`src/design/mlp_ram.sv`:
```
`timescale 1ns / 1ps
// ----------------------------------------------------------------------------
// mlp_ram
// Generic single write port, single read port RAM with registered read.
// ----------------------------------------------------------------------------
module mlp_ram #(
   parameter int WIDTH = 16,
   parameter int DEPTH = 256
) (
   input  logic                     clock,
   input  logic                     we,
   input  logic [$clog2(DEPTH)-1:0] waddr,
   input  logic [WIDTH-1:0]         wdata,
   input  logic [$clog2(DEPTH)-1:0] raddr,
   output logic [WIDTH-1:0]         rdata
);

   logic [WIDTH-1:0] mem_ff [DEPTH];
   logic [WIDTH-1:0] rdata_ff;

   always_ff @(posedge clock) begin
      if (we) begin
         mem_ff[waddr] <= wdata;
      end
      rdata_ff <= mem_ff[raddr];
   end

   assign rdata = rdata_ff;

endmodule

```
`config.mk`:
```
export PLATFORM = sky130hd
export DESIGN_NAME = mlp_ram
export DESIGN_NICKNAME = d
export VERILOG_FILES = /design/src/design/mlp_ram.sv
export SDC_FILE = /design/constraint.sdc
export NUM_CORES = 2
export LEC_CHECK = 0
export BUFFER_PORTS_ARGS = -buffer_cell sky130_fd_sc_hd__buf_2
export CAP_MARGIN = 20
export CORE_MARGIN = 3
export CORE_UTILIZATION = 29
export CTS_CLUSTER_DIAMETER = 100
export DETAILED_ROUTE_END_ITERATION = 12
export PLACE_DENSITY = 0.44
export SKIP_CTS_REPAIR_TIMING = 1
export SLEW_MARGIN = 20
export SYNTH_ARGS = -nofsm -noshare
export SYNTH_HDL_FRONTEND = slang
export SYNTH_SLANG_ARGS = --single-unit
```
`constraint.sdc`:
```
create_clock -name clock -period 2.46 [get_ports clock]
set_input_delay 0.369 -clock clock [delete_from_list [all_inputs] [get_ports clock]]
set_output_delay 0.369 -clock clock [all_outputs]
set_load 0.005 [all_outputs]
```
Word level (Yosys, flattened, before mapping)
Memories as Yosys holds them, arrays and structs flattened. A register that Yosys moved wholly into a read port is not among the register bits.
Index checks and enable logic that the tools add are counted.
{ "word_totals": {"n_memories": 1, "rom_bits": 0, "out_inout_bits": 16, "latchBits": 0, "ram_bits": 4096, "reg_bits": 0, "in_bits": 34} }
{ "classes": {"n_mux": 2, "bitwise": 0, "magnitude_cmp": 0, "n_div": 0, "eq_ne": 0, "shifts": 0, "addsub": 0, "multipliers": 0, "reduce_logical": 0} }
{ "memory_table": {"columns": ["memory", "depth", "word_bits", "read_ports", "rd_ports_with_merged_regs", "write_ports", "line", "text"], "rows": [
  ["mem_ff", 256, 16, 1, 1, 1, "18", "logic [WIDTH-1:0] mem_ff [DEPTH];"]
]} }
{ "op_table": {"columns": ["op", "n"], "rows": [
  ["1-bit two-way mux", 2]
]} }

Longest topological paths before layout
{ "logic_depth": {"word_depth": 2, "mapped_depth": 12, "depth_no_buf": 6} }

Worst setup path before layout
Ideal clock, no wire load.
{ "synth_path": {"path_type": "input-to-reg", "startpoint": "in waddr[3]", "endpoint": "mem mem_ff[235][0], enable pin", "cell_stages": 6, "setup_slack_ps": -74, "path_buffers": 3, "arrival_ps": 2146, "path_cell_list": "clkbuf_1 nor2b_1 clkbuf_1 nand4_1 clkbuf_1 nor2_1"} }
{ "synth_lines": {"columns": ["item", "line", "text"], "rows": [
  ["from (decl)", "12", "input logic [$clog2(DEPTH)-1:0] waddr,"],
  ["to (decl)", "18", null]
]} }
No word-level cell before the write port.

==> results.cfg <==
[status]
status = complete, but fails checks
violations = negative setup slack

[yosys]
synthesis.nets = 7394
synth_area_leaders = edfxtp_1 (77%), mux4_2 (11%), mux2i_1 (3.6%), o221ai_1 (1.4%), nor2_1 (0.72%)
yosys.area.top_type = edfxtp_1
postSynthCellCount = 7360
synth_seq_area_share = 0.777
synth-seq-cells = 4112
synthArstFlopShare = 0
yosysMostFrequentCell = edfxtp_1
synthFlopType = edfxtp_1
yosys_warnings = 0
avgSynthCellArea_um2 = 21.6
ys_top_cells_by_count = edfxtp_1 (4096), mux4_2 (797), mux2i_1 (565)
synthesis.area_um2 = 159000
synth_top_area_frac = 0.775
synth_edf_count = 4096
synth_cell_types = 52

[clock_network]
htree_num_levels = 5
cts.sinks = 4112
clkTransAtPathRegs_ns = 0.06
cts_buffer_depth = 4
clock_latency_ns = 1.01
cts_tree = done
root_buffer = clkbuf_16
cts_inserted_buffers = 448

[floorplan]
ios = 50
start_util = 0.291
fp.dieW_um = 746
die_h_um = 746
core_area_um2 = 545000
core.rowCount = 271
die_area_um2 = 556000

[worst_hold_path]
hold_class = in2reg
holdCritStartpoint = waddr[1]
worstHoldPathCells = 5

[timing]
finalHoldViolCount = 0
worst_slack_ns = -0.225
hold_ws_ns = 0.216
rsz0062_at_grt = yes
fmax_ghz = 0.372
slew_headroom = 0.337
finalSetupViolCount = 9
min_period_ns = 2.68
tightest_slew_ns = 0.987
skew_ns = 0.0805
final.setup.tns_ns = -0.807
report.final.slew_viol_count = 0
period_share = 1.09

[finish]
fillCellCount = 50030
stdcell_count = 16260
design_area_um2 = 196000
final_util = 0.359
drive_above_1_share = 0.335
syn2layout_area_growth_pct = 23.3
nets = 8675

[routing]
drt_wl_total_um = 488000
first_pass_iters = 7
ant_nets = 0
vias = 80971
routedWlPerCell_um = 30.0
drtIter0Drc = 8322
drc = 0
via_per_inst = 4.98

[critical_path]
end_kind = flip-flop
r2r_end = rdata[15]
worstPathArrival_ns = 3.55
crit_start = mem_ff[27][15]
r2r-start = mem_ff[27][15]
crit_type = reg2reg
critPathRequiredTime_ns = 3.33
reg2reg_depth = 6
worst_setup_path_start_kind = flip-flop
r2r_slack_ns = -0.22
critical_path.max_fanout = 1
crit_end = rdata[15]

[placement]
hpwl_um = 314000
placedInstanceArea_um2 = 180000
place.gp.congestion = 0.821
place_inst = 15409
portBuffers = 49

[flow_run]
drv_cap = 0

[global_route]
antenna_found_initial = 38
grt_pass1_wl_um = 678000
grt_pass1_vias = 83031
gr-total-overflow = 0
grt_usage = 0.171
grt_max_degree = 104

[power_and_ir_drop]
p_per_area_nw_per_um2 = 778
peakVddDrop_v = 0.000534
leakage_nw = 62.5
[cell usage in the layout (no fill, tap or decap), types with 15 or more instances in the layout]
cell type,instances
edfxtp_1,4096
mux4_2,797
buf_4,786
mux2i_1,565
clkbuf_16,452
buf_12,412
o221ai_1,252
a21oi_1,172
nor2_1,156
nor2_2,147
o22ai_1,146
clkinv_1,110
clkbuf_1,102
nor3_1,83
mux2_2,80
clkinv_2,77
bufinv_16,38
o21ai_0,36
a22oi_1,32
nand2_1,29
buf_2,28
nand4_1,26
nand3_1,26
a221oi_1,21
buf_8,19
a211oi_1,18
dlygate4sd3_1,18
buf_6,18
a22o_1,16
clkinvlp_4,16
dfxtp_1,16
o32ai_4,15
[through the flow]
stage          total power, mW  worst slack, ns
2_1_floorplan             82.6          -0.0740
3_3_place_gp              87.8            -1.70
3_5_place_dp              87.9            -1.71
4_1_cts                    154           -0.918
5_1_grt                    157           -0.262
6_report                   152           -0.225
[power by group]
part / total (mW) / leakage [nW] / internal, mW / switching, mW
clock: 65.6 / 6.92 / 37.7 / 28.0
combinational: 9.09 / 18.7 / 3.62 / 5.47
sequential: 77.4 / 36.9 / 77.2 / 0.153
[per-layer routing]
layer	share of wire	GRT usage	wire, um	up-vias
met4	0.024	0.0378	11700	10
li1	-	-	-	33993
met3	0.057	0.0264	28000	554
met1	0.44	0.240	215000	44066
met5	0.00014	0	66	-
met2	0.48	0.281	233000	2348
[cells by family (layout without fill, tap and decap cells)]
kind of cell,Yosys count,count (layout),share of synthesized area
buf+inv,456,2113,0.0169
simple gates,556,556,0.0157
other cells,0,9,0
flops,4112,4112,0.777
compound gates,786,786,0.0354
mux,1450,1450,0.155
[area by class of cell]
class / instances / area [um2] / share of cell area
diodes: 9 / 22.5 / 0.000115
clock buffers: 554 / 11700 / 0.0598
clock inverters: 272 / 2550 / 0.0131
inverters: 4 / 27.5 / 0.000141
multi-input cells: 2792 / 33900 / 0.174
flip-flops and latches: 4112 / 123000 / 0.630
well taps: 7234 / 9050 / 0.0463
repair buffers: 1283 / 15000 / 0.0767
[registers in the layout, summed over array words and instances, names as in the netlist]
| register | cells |
|---|---|
| mem_ff | 4096 |
| rdata | 16 |
[critical path, stage by stage (launching register included)]
cell and delay (ns):
edfxtp_1 0.36, mux4_2 0.51, mux4_2 0.57, a22o_4 0.32, o32ai_4 0.55, buf_6 0.18
nor4_2 0.04
[how the worst min path moves through the flow]
stage                                 to  slack (ns)
after floorplan             mem_ff[0][0]        0.47
after CTS                  mem_ff[17][8]       -0.34
final                     mem_ff[175][8]        0.22
after detailed placement   mem_ff[67][8]        0.77
after global routing      mem_ff[163][8]        0.16
after global placement     mem_ff[64][8]        0.77
No activity file was read; power rests on OpenSTA's default activity.
