[src/design/mlp_pkg.sv]
`timescale 1ns / 1ps
// ----------------------------------------------------------------------------
// mlp_pkg
// Shared constants, types and register codes of the ReLU network block.
// ----------------------------------------------------------------------------
package mlp_pkg;

   localparam int MLP_MAX_LAYERS = 4;
   localparam int MLP_MAX_NODES  = 64;
   localparam int MLP_VALUE_BITS = 16;

   localparam int REQ_DATA_W = 32;
   localparam int RSP_DATA_W = 24;
   localparam int CSR_IDX_W  = 3;
   localparam int CSR_DATA_W = 7;

   localparam logic [2:0] LAYERS_RESET = 3'd2;
   localparam logic [6:0] NODES_RESET  = 7'd64;

   localparam logic [CSR_IDX_W-1:0] CSR_LAYERS = 3'd0;
   localparam logic [CSR_IDX_W-1:0] CSR_NODES0 = 3'd1;
   localparam logic [CSR_IDX_W-1:0] CSR_NODES1 = 3'd2;
   localparam logic [CSR_IDX_W-1:0] CSR_NODES2 = 3'd3;
   localparam logic [CSR_IDX_W-1:0] CSR_NODES3 = 3'd4;

   localparam logic [1:0] KIND_WEIGHT  = 2'd0;
   localparam logic [1:0] KIND_BIAS    = 2'd1;
   localparam logic [1:0] KIND_FEATURE = 2'd2;

   typedef enum logic [2:0] {
      ST_IDLE,
      ST_LOAD,
      ST_MAC,
      ST_PAD,
      ST_COPY,
      ST_DONE
   } state_type;

   // control of the activation chain
   typedef struct packed {
      logic load;
      logic rotate;
      logic shift;
      logic feat_we;
      logic copy;
   } cell_ctl_type;

   // one issue slot of the multiply-accumulate pipe
   typedef struct packed {
      logic active;
      logic first;
   } mac_ctl_type;

endpackage

[src/design/mlp_mac.sv]
`timescale 1ns / 1ps
// ----------------------------------------------------------------------------
// mlp_mac
// Three-stage multiply-accumulate with bias preload, ReLU and saturation.
// ----------------------------------------------------------------------------
module mlp_mac import mlp_pkg::*; #(
   parameter int VALUE_BITS = MLP_VALUE_BITS,
   parameter int ACC_W      = 40
) (
   input  logic                  clock,
   input  mac_ctl_type           issue,
   input  logic [VALUE_BITS-1:0] act,
   input  logic [VALUE_BITS-1:0] weight,
   input  logic [VALUE_BITS-1:0] bias,
   input  logic                  bias_valid,
   output logic [VALUE_BITS-1:0] result
);

   localparam logic signed [ACC_W-1:0] TOP =
      ACC_W'((64'd1 << (VALUE_BITS - 1)) - 64'd1);

   mac_ctl_type                    a_ff, b_ff;
   logic signed [VALUE_BITS-1:0]   act_ff;
   logic signed [VALUE_BITS-1:0]   bias_ff;
   logic signed [2*VALUE_BITS-1:0] prod_ff;
   logic signed [ACC_W-1:0]        acc_ff;
   logic signed [ACC_W-1:0]        acc_in;
   logic signed [ACC_W-1:0]        shifted;

   always_ff @(posedge clock) begin
      a_ff   <= issue;
      act_ff <= act;
      b_ff   <= a_ff;
      prod_ff <= $signed(weight) * act_ff;
      if (a_ff.first) begin
         bias_ff <= bias_valid ? $signed(bias) : '0;
      end
      acc_ff <= acc_in;
   end

   always_comb begin
      acc_in = b_ff.first ? (ACC_W'(bias_ff) <<< 8) : acc_ff;
      if (b_ff.active) begin
         acc_in = acc_in + ACC_W'(prod_ff);
      end
   end

   always_comb begin
      shifted = acc_ff >>> 8;
      if (acc_ff < 0) begin
         result = '0;
      end else if (shifted > TOP) begin
         result = TOP[VALUE_BITS-1:0];
      end else begin
         result = shifted[VALUE_BITS-1:0];
      end
   end

endmodule

[config.mk]
export PLATFORM = sky130hd
export DESIGN_NAME = mlp_mac
export DESIGN_NICKNAME = d
export VERILOG_FILES = /design/src/design/mlp_pkg.sv /design/src/design/mlp_mac.sv
export SDC_FILE = /design/constraint.sdc
export NUM_CORES = 1
export LEC_CHECK = 0
export BUFFER_PORTS_ARGS = -buffer_cell sky130_fd_sc_hd__buf_4
export CORE_MARGIN = 2
export CORE_UTILIZATION = 40
export DETAILED_ROUTE_END_ITERATION = 7
export GPL_ROUTABILITY_DRIVEN = 0
export GPL_TIMING_DRIVEN = 0
export PLACE_DENSITY = 0.58
export SYNTH_ARGS = -nofsm -noshare
export SYNTH_HDL_FRONTEND = slang
export SYNTH_SLANG_ARGS = --single-unit
[constraint.sdc]
create_clock -name clock -period 18.9 [get_ports clock]
set_input_delay 3.78 -clock clock [delete_from_list [all_inputs] [get_ports clock]]
set_output_delay 3.78 -clock clock [all_outputs]
set_load 0.01 [all_outputs]
-- After elaboration in Yosys (flattened, before gate mapping)
Index checks and enable logic that the tools add are counted.
- add/sub/neg operators: 1
- multipliers: 1
- order comparisons: 2
- muxes and demuxes: 4
- operator list (kind ; number):
    $mux 40 ; 2
    $add 40x32->40 ; 1
    $lt 40x1->1 const B ; 1
    $gt 32x16->1 const B ; 1
    $mul 16x16->32 ; 1
    $mux 16 ; 2
- register bits after elaboration: 108
- input port bits: 52

-- Depth between registers and ports, before layout
- word-level depth: 3
- mapped depth: 25
- mapped depth without buffers: 23

-- Least setup slack after synthesis
OpenSTA, ideal clock, no wires.
- path kind: input to register
- from: input weight[10]
- to: register prod_ff[31]
- data arrival time: 9.227 ns
- slack: 9.601 ns
- stages: 21
- buffers on the path: 1
- cell sequence: clkbuf_1 -> nand2_1 -> fa_1 -> fa_1 -> inv_1 -> fa_1 -> inv_1 -> fa_1 -> inv_1 -> fa_1 -> fa_1 -> ha_1 -> and3_1 -> o2111ai_1 -> o21ai_2 -> o311ai_4 -> a31oi_1 -> a311o_1 -> a41o_1 -> a21oi_2 -> xnor2_1
- word-level cells in the longest chain between the ends: 1
- RTL lines (element ; line ; text):
    from (decl) ; mlp_mac.sv:13 ; input logic [VALUE_BITS-1:0] weight,
    $mul 16x16->32 ; mlp_mac.sv:34 ; prod_ff <= $signed(weight) * act_ff;
    to (signal assigned) ; mlp_mac.sv:34 ;
    to (decl) ; mlp_mac.sv:25 ; logic signed [2*VALUE_BITS-1:0] prod_ff;
No other way between the ends.
A chain may end at the register's enable or synchronous reset.

-- Worst setup path after layout
Same ends and word-level chain as after synthesis.

==> results by group <==
Run status
  • Status: finished clean

Clock network
  • CTS tree: yes
  • Clock transition at path regs: 0.08 ns
  • Worst skew pair latency: 0.38 ns
  • Post-CTS resize count: 0
  • CTS Buf Count: 9
  • Hold Buf Count CTS: 0
  • Postcts setup bufs: 0
  • CTS Buffer Depth: 2
  • H-tree depth: 3
  • Clock root buffer: clkbuf_16
  • Clk sink count: 108

Timing
  • Skew final: 0.0150 ns
  • Setup TNS: 0 ns
  • Fmax: 101 MHz
  • Final hold vios: 0
  • Fin crit share: 52.5%
  • Final slew viol count: 0
  • Slew at the pin closest to its max-slew limit: 0.746 ns
  • RSZ-0062 raised after global routing: no
  • Fin crit period: 9.93 ns
  • Slew HR: 50.2%
  • Final Setup Violations: 0

Detailed routing
  • DR pass1 iterations: 5
  • Vias per cell: 4.88
  • DR DRC count: 0
  • Vias: 11100
  • Avg WL per Cell: 16.6 um
  • Final WL: 37600 um
  • DR iter-0 viols: 609
  • DRT antenna net count: 0

Synthesis
  • Syn Nets: 2112
  • EDFF count, synth: 16
  • Sequential area share after synthesis: 15.2%
  • Asr flop ratio synth: 0%
  • Netlist cell types: 65
  • Largest cells by area after synthesis: fa_1, dfxtp_1, ha_1, inv_1, and2_1
  • Yosys top cell area share: 34.5%
  • Synth Cell Area: 0.0153 mm^2
  • Yosys reg bits: 108
  • Synth area leader: fa_1
  • Primary FF master, synth: dfxtp_1
  • Synth Warn #: 0
  • Syn Area/Cell: 9.11 um^2
  • Synth Instances: 1676

Min path
  • HP Class: reg -> reg

Placed design
  • I/O Buffers: 66
  • Post-detail-place hpwl: 31200 um

Final layout
  • N_diodes: 0
  • Final #Nets: 2189
  • Share of layout cells above drive strength 1: 7.00%
  • Layout Utilization: 44.4%
  • P&R area growth vs syn: 9.37%

Floorplan
  • Core Rows: 71
  • Die Area: 0.0398 mm^2
  • Die Y: 199 um
  • Starting density of the core: 40.6%
  • CORE AREA: 0.0377 mm^2
  • Boundary pin count: 68
  • Die X: 199 um

GRT
  • Initial antenna violation count: 0
  • Largest net degree at the start of global routing: 20
  • Total GRT Usage: 20.3%
  • Vias in the first global route: 11800
  • Gr ovfl total: 0
  • First-pass GRT wire length: 62300 um

Critical path
  • Worst path bufs/invs: 5
  • Worst Path Required: 19.20 ns
  • CP Capture Type: flop
  • Cell mode on critical path: fa_1
  • CP max stage delay: 0.57 ns
  • Worst setup SP type: primary input
  • Worst Setup Path Type: in -> reg
  • Top Family by Delay on Critical Path: adder cells
  • Critical path data arrival time: 10.23 ns
  • Cell at the slowest stage of the critical path: clkbuf_1
  • Largest fanout on the critical path: 10
  • CP Cell Sequence: buf_4, clkbuf_1, nand2_1, fa_1, fa_1, fa_1, inv_1, fa_1, fa_1, inv_1, fa_1, inv_1, ha_1, and3_1, o2111ai_1, o21ai_2, o311ai_4, a31oi_1, a311o_1, a41o_1, a21oi_2, xnor2_1

Run
  • MaxCap Viol Count: 0
## metal layers
metal	GRT usage, %	wire, um	vias to the layer above
met5	0	0	-
met4	5.76	957	0
met3	4.15	2270	52
met2	32.4	16400	290
met1	28.0	17900	5365
li1	-	-	5374
## area by class of cell
class | instances | area (um^2)
Buffer | 55 | 220
Clock buffer | 10 | 239
Clock inverter | 6 | 57.6
Fill cell | 3744 | 21000
Inverter | 336 | 1260
Multi-Input combinational cell | 1177 | 11500
Sequential cell | 108 | 2320
Tap cell | 511 | 639
Timing Repair Buffer | 66 | 495
## cells in the final DEF, fill, tap and decap left out, drive strengths merged, types with 7 or more instances in the layout
| cell type | instances |
|---|---|
| inv | 338 |
| fa | 263 |
| nand2 | 148 |
| and2 | 146 |
| ha | 121 |
| nor2 | 93 |
| dfxtp | 92 |
| a21oi | 89 |
| buf | 73 |
| clkbuf | 58 |
| o21ai | 47 |
| xnor2 | 41 |
| a21o | 32 |
| xor2 | 27 |
| mux2 | 21 |
| edfxtp | 16 |
| nor2b | 13 |
| a31oi | 13 |
| nand2b | 12 |
| nand3 | 12 |
| o21bai | 11 |
| o211ai | 7 |
## synth_stat cells, types with 2 or more instances
library cell    n
o21ai_0        45
a311oi_1        2
a211o_1         2
a311o_1         2
nor4_1          6
a31oi_1        13
nand4_1         5
mux2_2         21
a21o_1         32
clkbuf_1       48
dfxtp_1        92
nor3b_1         2
a31o_2          3
fa_1          263
o21bai_1       11
a41oi_1         5
ha_1          121
mux2i_1         2
nand4b_1        2
and4_1          2
nor3_1          4
or3_1           3
nand2_1       148
o211ai_1        7
xor2_1         27
o21a_1          6
nor2b_1        13
a41o_1          2
and2_1        146
buf_1           3
nand2b_1       12
or2_2           3
and3_1          6
o31a_1          2
a21oi_1        88
nor2_1         93
a211oi_1        4
buf_2           2
inv_1         335
edfxtp_1       16
xnor2_1        41
nand3_1        12
o21ai_2         2
## cell families (layout without fill, tap and decap cells)
| group | after synthesis | after routing | share of synthesized area (%) |
|---|---|---|---|
| AO/OA/AOI/OAI | 240 | 240 | 10.1 |
| XOR/XNOR | 68 | 68 | 3.90 |
| adder cells (fa/ha/maj) | 384 | 384 | 44.4 |
| buffers and inverters | 391 | 473 | 9.70 |
| flip-flops | 108 | 108 | 15.2 |
| multiplexers | 23 | 23 | 1.68 |
| other | 1 | 1 | 0.0246 |
| AND/OR/NAND/NOR | 461 | 461 | 15.0 |
## metrics by stage
step	instance area [um^2]	cells	worst slack [ns]	hold WS, ns
finish	16700	2269	8.97	0.337
floorplan	15300	1676	9.60	0.310
global placement	16400	2253	8.67	0.319
global route	16700	2269	8.67	0.352
CTS	16700	2269	9.05	0.341
detailed placement	16400	2253	8.66	0.315
## sequential cells by signal, summed over array words and instances (netlist names)
| name | flops |
|---|---|
| bias_ff | 16 |
| prod_ff | 32 |
| acc_ff | 40 |
| act_ff | 16 |
| b_ff | 2 |
| a_ff | 2 |
## final timing paths
kind | startpoint | endpoint | slack, ns | cells past startpoint
worst max register to register | act_ff[3] | prod_ff[31] | 12.12 | 21
worst max-delay path | weight[10] | prod_ff[31] | 8.97 | 22
worst min register to register | a_ff[1] | b_ff[1] | 0.34 | 0
worst min-delay path | a_ff[1] | b_ff[1] | 0.34 | 0
Power is not shown: default switching activity piles up to over one toggle a cycle in this logic, so the estimate is an artifact.
