===== src/design/mlp_pkg.sv =====
`timescale 1ns / 1ps
// ----------------------------------------------------------------------------
// mlp_pkg
// Shared constants, types and register codes of the ReLU network block.
// ----------------------------------------------------------------------------
package mlp_pkg;

   localparam int MLP_MAX_LAYERS = 4;
   localparam int MLP_MAX_NODES  = 64;
   localparam int MLP_VALUE_BITS = 16;

   localparam int REQ_DATA_W = 32;
   localparam int RSP_DATA_W = 24;
   localparam int CSR_IDX_W  = 3;
   localparam int CSR_DATA_W = 7;

   localparam logic [2:0] LAYERS_RESET = 3'd2;
   localparam logic [6:0] NODES_RESET  = 7'd64;

   localparam logic [CSR_IDX_W-1:0] CSR_LAYERS = 3'd0;
   localparam logic [CSR_IDX_W-1:0] CSR_NODES0 = 3'd1;
   localparam logic [CSR_IDX_W-1:0] CSR_NODES1 = 3'd2;
   localparam logic [CSR_IDX_W-1:0] CSR_NODES2 = 3'd3;
   localparam logic [CSR_IDX_W-1:0] CSR_NODES3 = 3'd4;

   localparam logic [1:0] KIND_WEIGHT  = 2'd0;
   localparam logic [1:0] KIND_BIAS    = 2'd1;
   localparam logic [1:0] KIND_FEATURE = 2'd2;

   typedef enum logic [2:0] {
      ST_IDLE,
      ST_LOAD,
      ST_MAC,
      ST_PAD,
      ST_COPY,
      ST_DONE
   } state_type;

   // control of the activation chain
   typedef struct packed {
      logic load;
      logic rotate;
      logic shift;
      logic feat_we;
      logic copy;
   } cell_ctl_type;

   // one issue slot of the multiply-accumulate pipe
   typedef struct packed {
      logic active;
      logic first;
   } mac_ctl_type;

endpackage


===== src/design/mlp_cell.sv =====
`timescale 1ns / 1ps
// ----------------------------------------------------------------------------
// mlp_cell
// One neuron slot: stored feature, previous-layer activation on a rotating
// ring and current-layer result on a shift line.
// ----------------------------------------------------------------------------
module mlp_cell import mlp_pkg::*; #(
   parameter int VALUE_BITS = MLP_VALUE_BITS,
   parameter int NODE_W     = 6,
   parameter int IDX        = 0
) (
   input  logic                  clock,
   input  logic                  reset,
   input  cell_ctl_type          ctl,
   input  logic [NODE_W-1:0]     feat_row,
   input  logic [VALUE_BITS-1:0] feat_value,
   input  logic [VALUE_BITS-1:0] prev_from,
   input  logic [VALUE_BITS-1:0] cur_from,
   output logic [VALUE_BITS-1:0] prev_out,
   output logic [VALUE_BITS-1:0] cur_out
);

   logic [VALUE_BITS-1:0] feat_ff;
   logic [VALUE_BITS-1:0] prev_ff;
   logic [VALUE_BITS-1:0] cur_ff;

   always_ff @(posedge clock) begin
      if (reset) begin
         feat_ff <= '0;
      end else if (ctl.feat_we && feat_row == NODE_W'(IDX)) begin
         feat_ff <= feat_value;
      end
   end

   always_ff @(posedge clock) begin
      if (ctl.load) begin
         prev_ff <= feat_ff;
      end else if (ctl.copy) begin
         prev_ff <= cur_ff;
      end else if (ctl.rotate) begin
         prev_ff <= prev_from;
      end
      if (ctl.shift) begin
         cur_ff <= cur_from;
      end
   end

   assign prev_out = prev_ff;
   assign cur_out  = cur_ff;

endmodule


===== config.mk =====
export PLATFORM = sky130hd
export DESIGN_NAME = mlp_cell
export DESIGN_NICKNAME = d
export VERILOG_FILES = /design/src/design/mlp_pkg.sv /design/src/design/mlp_cell.sv
export SDC_FILE = /design/constraint.sdc
export NUM_CORES = 1
export LEC_CHECK = 0
export ABC_AREA = 1
export ABC_CLOCK_PERIOD_IN_PS = 2500
export BUFFER_PORTS_ARGS = -buffer_cell sky130_fd_sc_hd__buf_2
export CORE_UTILIZATION = 50
export CTS_CLUSTER_DIAMETER = 150
export CTS_CLUSTER_SIZE = 24
export DETAILED_ROUTE_END_ITERATION = 7
export GPL_TIMING_DRIVEN = 1
export PLACE_DENSITY = 0.86
export SYNTH_ARGS = -nofsm -noshare
export SYNTH_HDL_FRONTEND = slang
export SYNTH_SLANG_ARGS = --single-unit

===== constraint.sdc =====
create_clock -name clock -period 2.5 [get_ports clock]
set_clock_uncertainty 0.05 [all_clocks]
set_input_delay 0.5 -clock clock [delete_from_list [all_inputs] [get_ports clock]]
set_output_delay 0.5 -clock clock [all_outputs]
set_load 0.01 [all_outputs]

# == After elaboration in Yosys (flattened, before gate mapping) ==
# Index checks and enable logic that the tools add are counted.
# totals
regBits,48
latch_bits,0
ram_bits,0
romBits,0
inputBits,61
out_inout_bits,32
word_cells,9
memories,0
# classes
addsub,0
mul,0
div_mod_pow,0
n_lt_le_gt_ge,0
eq_ne,0
n_shift,0
muxes,3
bitwise_logic,0
reduce_logical,3
# ops
operator,n
16-bit two-way mux,3
6-bit zero test,1
3-bit nonzero test,1
1-bit logical AND,1

# == Longest topological paths before layout ==
# depth
ltp_word,3
depth_mapped,7
ltp_nobuf,6

# == Worst setup path after synthesis ==
# No wires, ideal clock.
# synth_timing
kind,input-to-reg
start,input port ctl[4] (netlist bit)
end,"register prev_ff[0] (netlist: prev_out[0]), enable pin"
setup_ns,0.372
t_arrival_ns,1.342
t_required_ns,2.078
path_slack_ns,0.737
stages,4
path_buffers,2
cell_sequence,buf_4 -> clkinv_1 -> buf_2 -> nand2_1
# synth_between
elab_chain_len,1
# synth_rtl
element,line,source
start: declaration,mlp_cell.sv:14,"input cell_ctl_type ctl,"
3-bit nonzero test (no line),-,
end signal: assignment,mlp_cell.sv:37,prev_ff <= feat_ff;
end signal: assignment,mlp_cell.sv:39,prev_ff <= cur_ff;
end signal: assignment,mlp_cell.sv:41,prev_ff <= prev_from;
end: declaration,mlp_cell.sv:24,logic [VALUE_BITS-1:0] prev_ff;
# No other way between the ends.
# A chain may end at the register's enable or synchronous reset.

# == Worst setup path in the final report ==
# layout_timing
start,input port ctl[4] (netlist bit)
end,"register prev_ff[1] (netlist: prev_out[1]), enable pin"
# Same word-level chain as after synthesis.

==> report_table.html <==
<table>
<tr><th>Metric</th><th>Value</th></tr>
<tr><th colspan="2">Floorplan</th></tr>
<tr><td>Initial core utilization</td><td>between 50% and 60%</td></tr>
<tr><td># rows</td><td>22</td></tr>
<tr><td>Area of the die</td><td>around 4400 µm²</td></tr>
<tr><td>Die height</td><td>approximately 66 µm</td></tr>
<tr><td>Width of the chip</td><td>between 60 and 70 µm</td></tr>
<tr><td>Placeable core region</td><td>about 3800 µm²</td></tr>
<tr><td>Count of pins on the block boundary</td><td>between 90 and 100</td></tr>
<tr><th colspan="2">GRT</th></tr>
<tr><td>Global Route Usage Sum</td><td>~22%</td></tr>
<tr><td>Number of global-route vias before repair</td><td>between 1500 and 2000</td></tr>
<tr><td>Antenna violations before repair</td><td>0</td></tr>
<tr><td>Largest net degree at the start of global routing</td><td>19</td></tr>
<tr><td>Global-route wire length before repair</td><td>6.95 mm</td></tr>
<tr><td>Total grt overflow</td><td>0</td></tr>
<tr><th colspan="2">Detailed routing</th></tr>
<tr><td>Initial drt markers</td><td>224</td></tr>
<tr><td>Via/cell ratio</td><td>between 4 and 5</td></tr>
<tr><td>Detailed-route via count</td><td>~1800</td></tr>
<tr><td>Remaining DRCs</td><td>0</td></tr>
<tr><td>Routed wire length</td><td>~4.4 mm</td></tr>
<tr><td>First-pass iteration count of the detailed router</td><td>4</td></tr>
<tr><td>Post-DRT Antenna Nets</td><td>0</td></tr>
<tr><td>Average wire length per cell after detail routing</td><td>12.3 µm</td></tr>
<tr><th colspan="2">Clock network</th></tr>
<tr><td>Number of buffers inserted for hold repair after clock tree synthesis</td><td>0</td></tr>
<tr><td>Clock tree from TritonCTS</td><td>yes</td></tr>
<tr><td>Clock buffers created by TritonCTS</td><td>5</td></tr>
<tr><td>CTS H-Tree Depth</td><td>2</td></tr>
<tr><td>Number of buffers added for setup after CTS</td><td>0</td></tr>
<tr><td>Number of sinks handled by clock tree synthesis</td><td>48</td></tr>
<tr><td>Clock-pin slew on the worst setup and hold paths</td><td>roughly 0.08 ns</td></tr>
<tr><td>Post-cts repair resize count</td><td>0</td></tr>
<tr><td>Number of buffers between clock root and the deepest sink</td><td>2</td></tr>
<tr><td>Buffer type at the clock tree root</td><td>clkbuf_8</td></tr>
<tr><td>Source-to-sink clock delay at the later pin of the worst-skew pair</td><td>roughly 0.3 ns</td></tr>
<tr><th colspan="2">Critical path</th></tr>
<tr><td>Critical path class</td><td>in2reg</td></tr>
<tr><td>Setup slack of the worst register-to-register path</td><td>between 1.5 and 2 ns</td></tr>
<tr><td>Worst setup SP type</td><td>input pin</td></tr>
<tr><td>Crit path capture type</td><td>flip-flop</td></tr>
<tr><td>Highest net fanout along the worst path</td><td>17</td></tr>
<tr><td>Worst Path Required</td><td>between 2 and 2.5 ns</td></tr>
<tr><td>CP arrival</td><td>1.38 ns</td></tr>
<tr><th colspan="2">Synth</th></tr>
<tr><td>Share of synthesized area occupied by flip-flops and latches</td><td>between 60% and 70%</td></tr>
<tr><td>Mean Syn Cell Area</td><td>between 9 and 10 µm²</td></tr>
<tr><td>Basic-gate share of the synthesized area counting and, or, nand and nor cells</td><td>a little over a fifth</td></tr>
<tr><td>Post-Syn Area</td><td>roughly 2100 µm²</td></tr>
<tr><td>Synth top area share</td><td>about 47%</td></tr>
<tr><td>Complex-gate fraction of the synthesized area</td><td>between 7 and 8%</td></tr>
<tr><td>Ys Warns</td><td>0</td></tr>
<tr><td>Top post-synthesis cells by area</td><td>edfxtp_1 (47%), dfxtp_1 (16%), nor2_1 (9.1%)</td></tr>
<tr><td>Synthesized flop and latch total</td><td>48</td></tr>
<tr><td>Multiplexer fraction of the synthesized cell area</td><td>0%</td></tr>
<tr><td>Post-Synth Adder-Cell Area</td><td>0%</td></tr>
<tr><td>Total nets after synthesis</td><td>roughly 280</td></tr>
<tr><td>Most area-hungry cell type in the Yosys netlist</td><td>edfxtp_1</td></tr>
<tr><td>Combinational family with the most area after synthesis</td><td>simple AND/OR/NAND/NOR gates</td></tr>
<tr><td>Number of standard cells after synthesis</td><td>~220</td></tr>
<tr><td>Synthesized-area fraction occupied by xor and xnor cells</td><td>0%</td></tr>
<tr><td>Count of unique library cells instantiated by Yosys</td><td>17</td></tr>
<tr><th colspan="2">Timing</th></tr>
<tr><td>Shortest period the worst path allows</td><td>1.49 ns</td></tr>
<tr><td>Final Hold Viols</td><td>0</td></tr>
<tr><td>Transition at the pin with the smallest max-transition slack</td><td>around 0.61 ns</td></tr>
<tr><td>F_max</td><td>approximately 0.67 GHz</td></tr>
<tr><td>Unrepaired setup endpoints after global routing</td><td>false</td></tr>
<tr><td>Final count of pins violating max slew</td><td>0</td></tr>
<tr><td>Final TNS setup</td><td>0 ns</td></tr>
<tr><td>Share of the clock period used by the worst path after layout</td><td>59.6%</td></tr>
<tr><td>Final setup violation count</td><td>0</td></tr>
<tr><td>Headroom to the max-slew limit</td><td>between 50% and 60%</td></tr>
<tr><th colspan="2">Pwr</th></tr>
<tr><td>Leakage power</td><td>about 1.2 nW</td></tr>
<tr><td>Power per Cell Area</td><td>about 600 nW/µm²</td></tr>
<tr><td>Overall power consumption</td><td>roughly 1.6 mW</td></tr>
<tr><td>VDD IR-drop max</td><td>0.388 mV</td></tr>
<tr><th colspan="2">Placement</th></tr>
<tr><td>Final Wtd Congestion</td><td>between 0.8 and 0.9</td></tr>
<tr><td>Placed wire-length estimate after detailed placement</td><td>~3.4 mm</td></tr>
<tr><td>Count of port buffers added during placement</td><td>92</td></tr>
<tr><th colspan="2">Finish</th></tr>
<tr><td>Commonest non-fill, non-tap cell in the layout</td><td>buf_2</td></tr>
<tr><td>Area growth from synthesis to layout</td><td>26.6%</td></tr>
<tr><td>Nets</td><td>roughly 370</td></tr>
<tr><td>Antenna Diode Count</td><td>0</td></tr>
<tr><td>Share of post-route cells with drive strength above 1</td><td>34.2%</td></tr>
<tr><td>Top library cells by usage in the layout, fill and taps aside</td><td>buf_2 (92), nor2_1 (50), nand2_1 (36), a21oi_1 (32), edfxtp_1 (32)</td></tr>
<tr><th colspan="2">Worst hold path</th></tr>
<tr><td>Worst hold path class</td><td>in2reg</td></tr>
<tr><th colspan="2">Outcome</th></tr>
<tr><td>Result of the run</td><td>finished, final reports clean</td></tr>
<tr><th colspan="2">Job</th></tr>
<tr><td>Max-cap violations</td><td>0</td></tr>
</table>
[path summary, 6_finish.rpt]
kind,to,startpoint,depth (start not counted)
min reg2reg,feat_ff[6]$_SDFFE_PP0P_,feat_ff[6]$_SDFFE_PP0P_,2
min,cur_out[5]$_DFFE_PP_,cur_from[5],1
max reg2reg,prev_out[12]$_DFFE_PP_,cur_out[12]$_DFFE_PP_,2
max,prev_out[1]$_DFFE_PP_,ctl[4],3
[synth_stat cells (all sizes together)]
master and count:
a21oi 32, buf 10, inv 23, nor2 54
clkinv 1, edfxtp 32, dfxtp 16, nand3 17
nand2 37
[layer usage]
layer	routed length, µm	share of wire [%]	vias up	GRT usage [%]
li1	-	-	901	-
met1	1800	41	774	28.0
met2	2150	49	87	34.6
met3	326	7.4	14	4.48
met4	153	3.5	0	13.0
met5	0	0	-	0
[worst max-delay path: stages]
cell and delay [ns]:
buf_2 0.26, clkinv_1 0.13, nand2_1 0.48
[metrics by stage]
| stage | hold slack (ns) | std cells | instance area, µm² | worst slack (ns) | utilization (%) |
|---|---|---|---|---|---|
| after floorplan | 0.405 | 222 | 2050 | 0.737 | - |
| after global placement | 0.415 | 353 | 2510 | 0.735 | 66.0 |
| after detailed placement | 0.424 | 353 | 2510 | 0.701 | 66.0 |
| after CTS | 0.312 | 361 | 2600 | 1.02 | 68.4 |
| after global routing | 0.305 | 361 | 2600 | 0.950 | 68.4 |
| final | 0.320 | 361 | 2600 | 1.01 | 68.4 |
[report_power, final]
| group | total, mW | internal (mW) | switching, mW |
|---|---|---|---|
| Clock | 0.458 | 0.225 | 0.233 |
| Sequential | 0.917 | 0.899 | 0.0180 |
| Combinational | 0.202 | 0.0873 | 0.115 |
[area by class of cell]
cell class / instances / area (µm²)
multi-input cells: 140 / 609
clock buffers: 8 / 90.1
well taps: 48 / 60.1
fillers: 299 / 1200
repair buffers: 93 / 468
inverters: 24 / 90.1
flip-flops and latches: 48 / 1280
[flip-flops by register name (all words and copies together), names as in the netlist]
signal and cells:
cur_out 16, feat_ff 16, prev_out 16
[logic make-up after synthesis]
| logic type | Yosys count |
|---|---|
| buffers and inverters | 34 |
| and+or+nand+nor | 108 |
| DFF | 48 |
| AOI/OAI and AO/OA | 32 |
(Power assumes the default switching activity.)
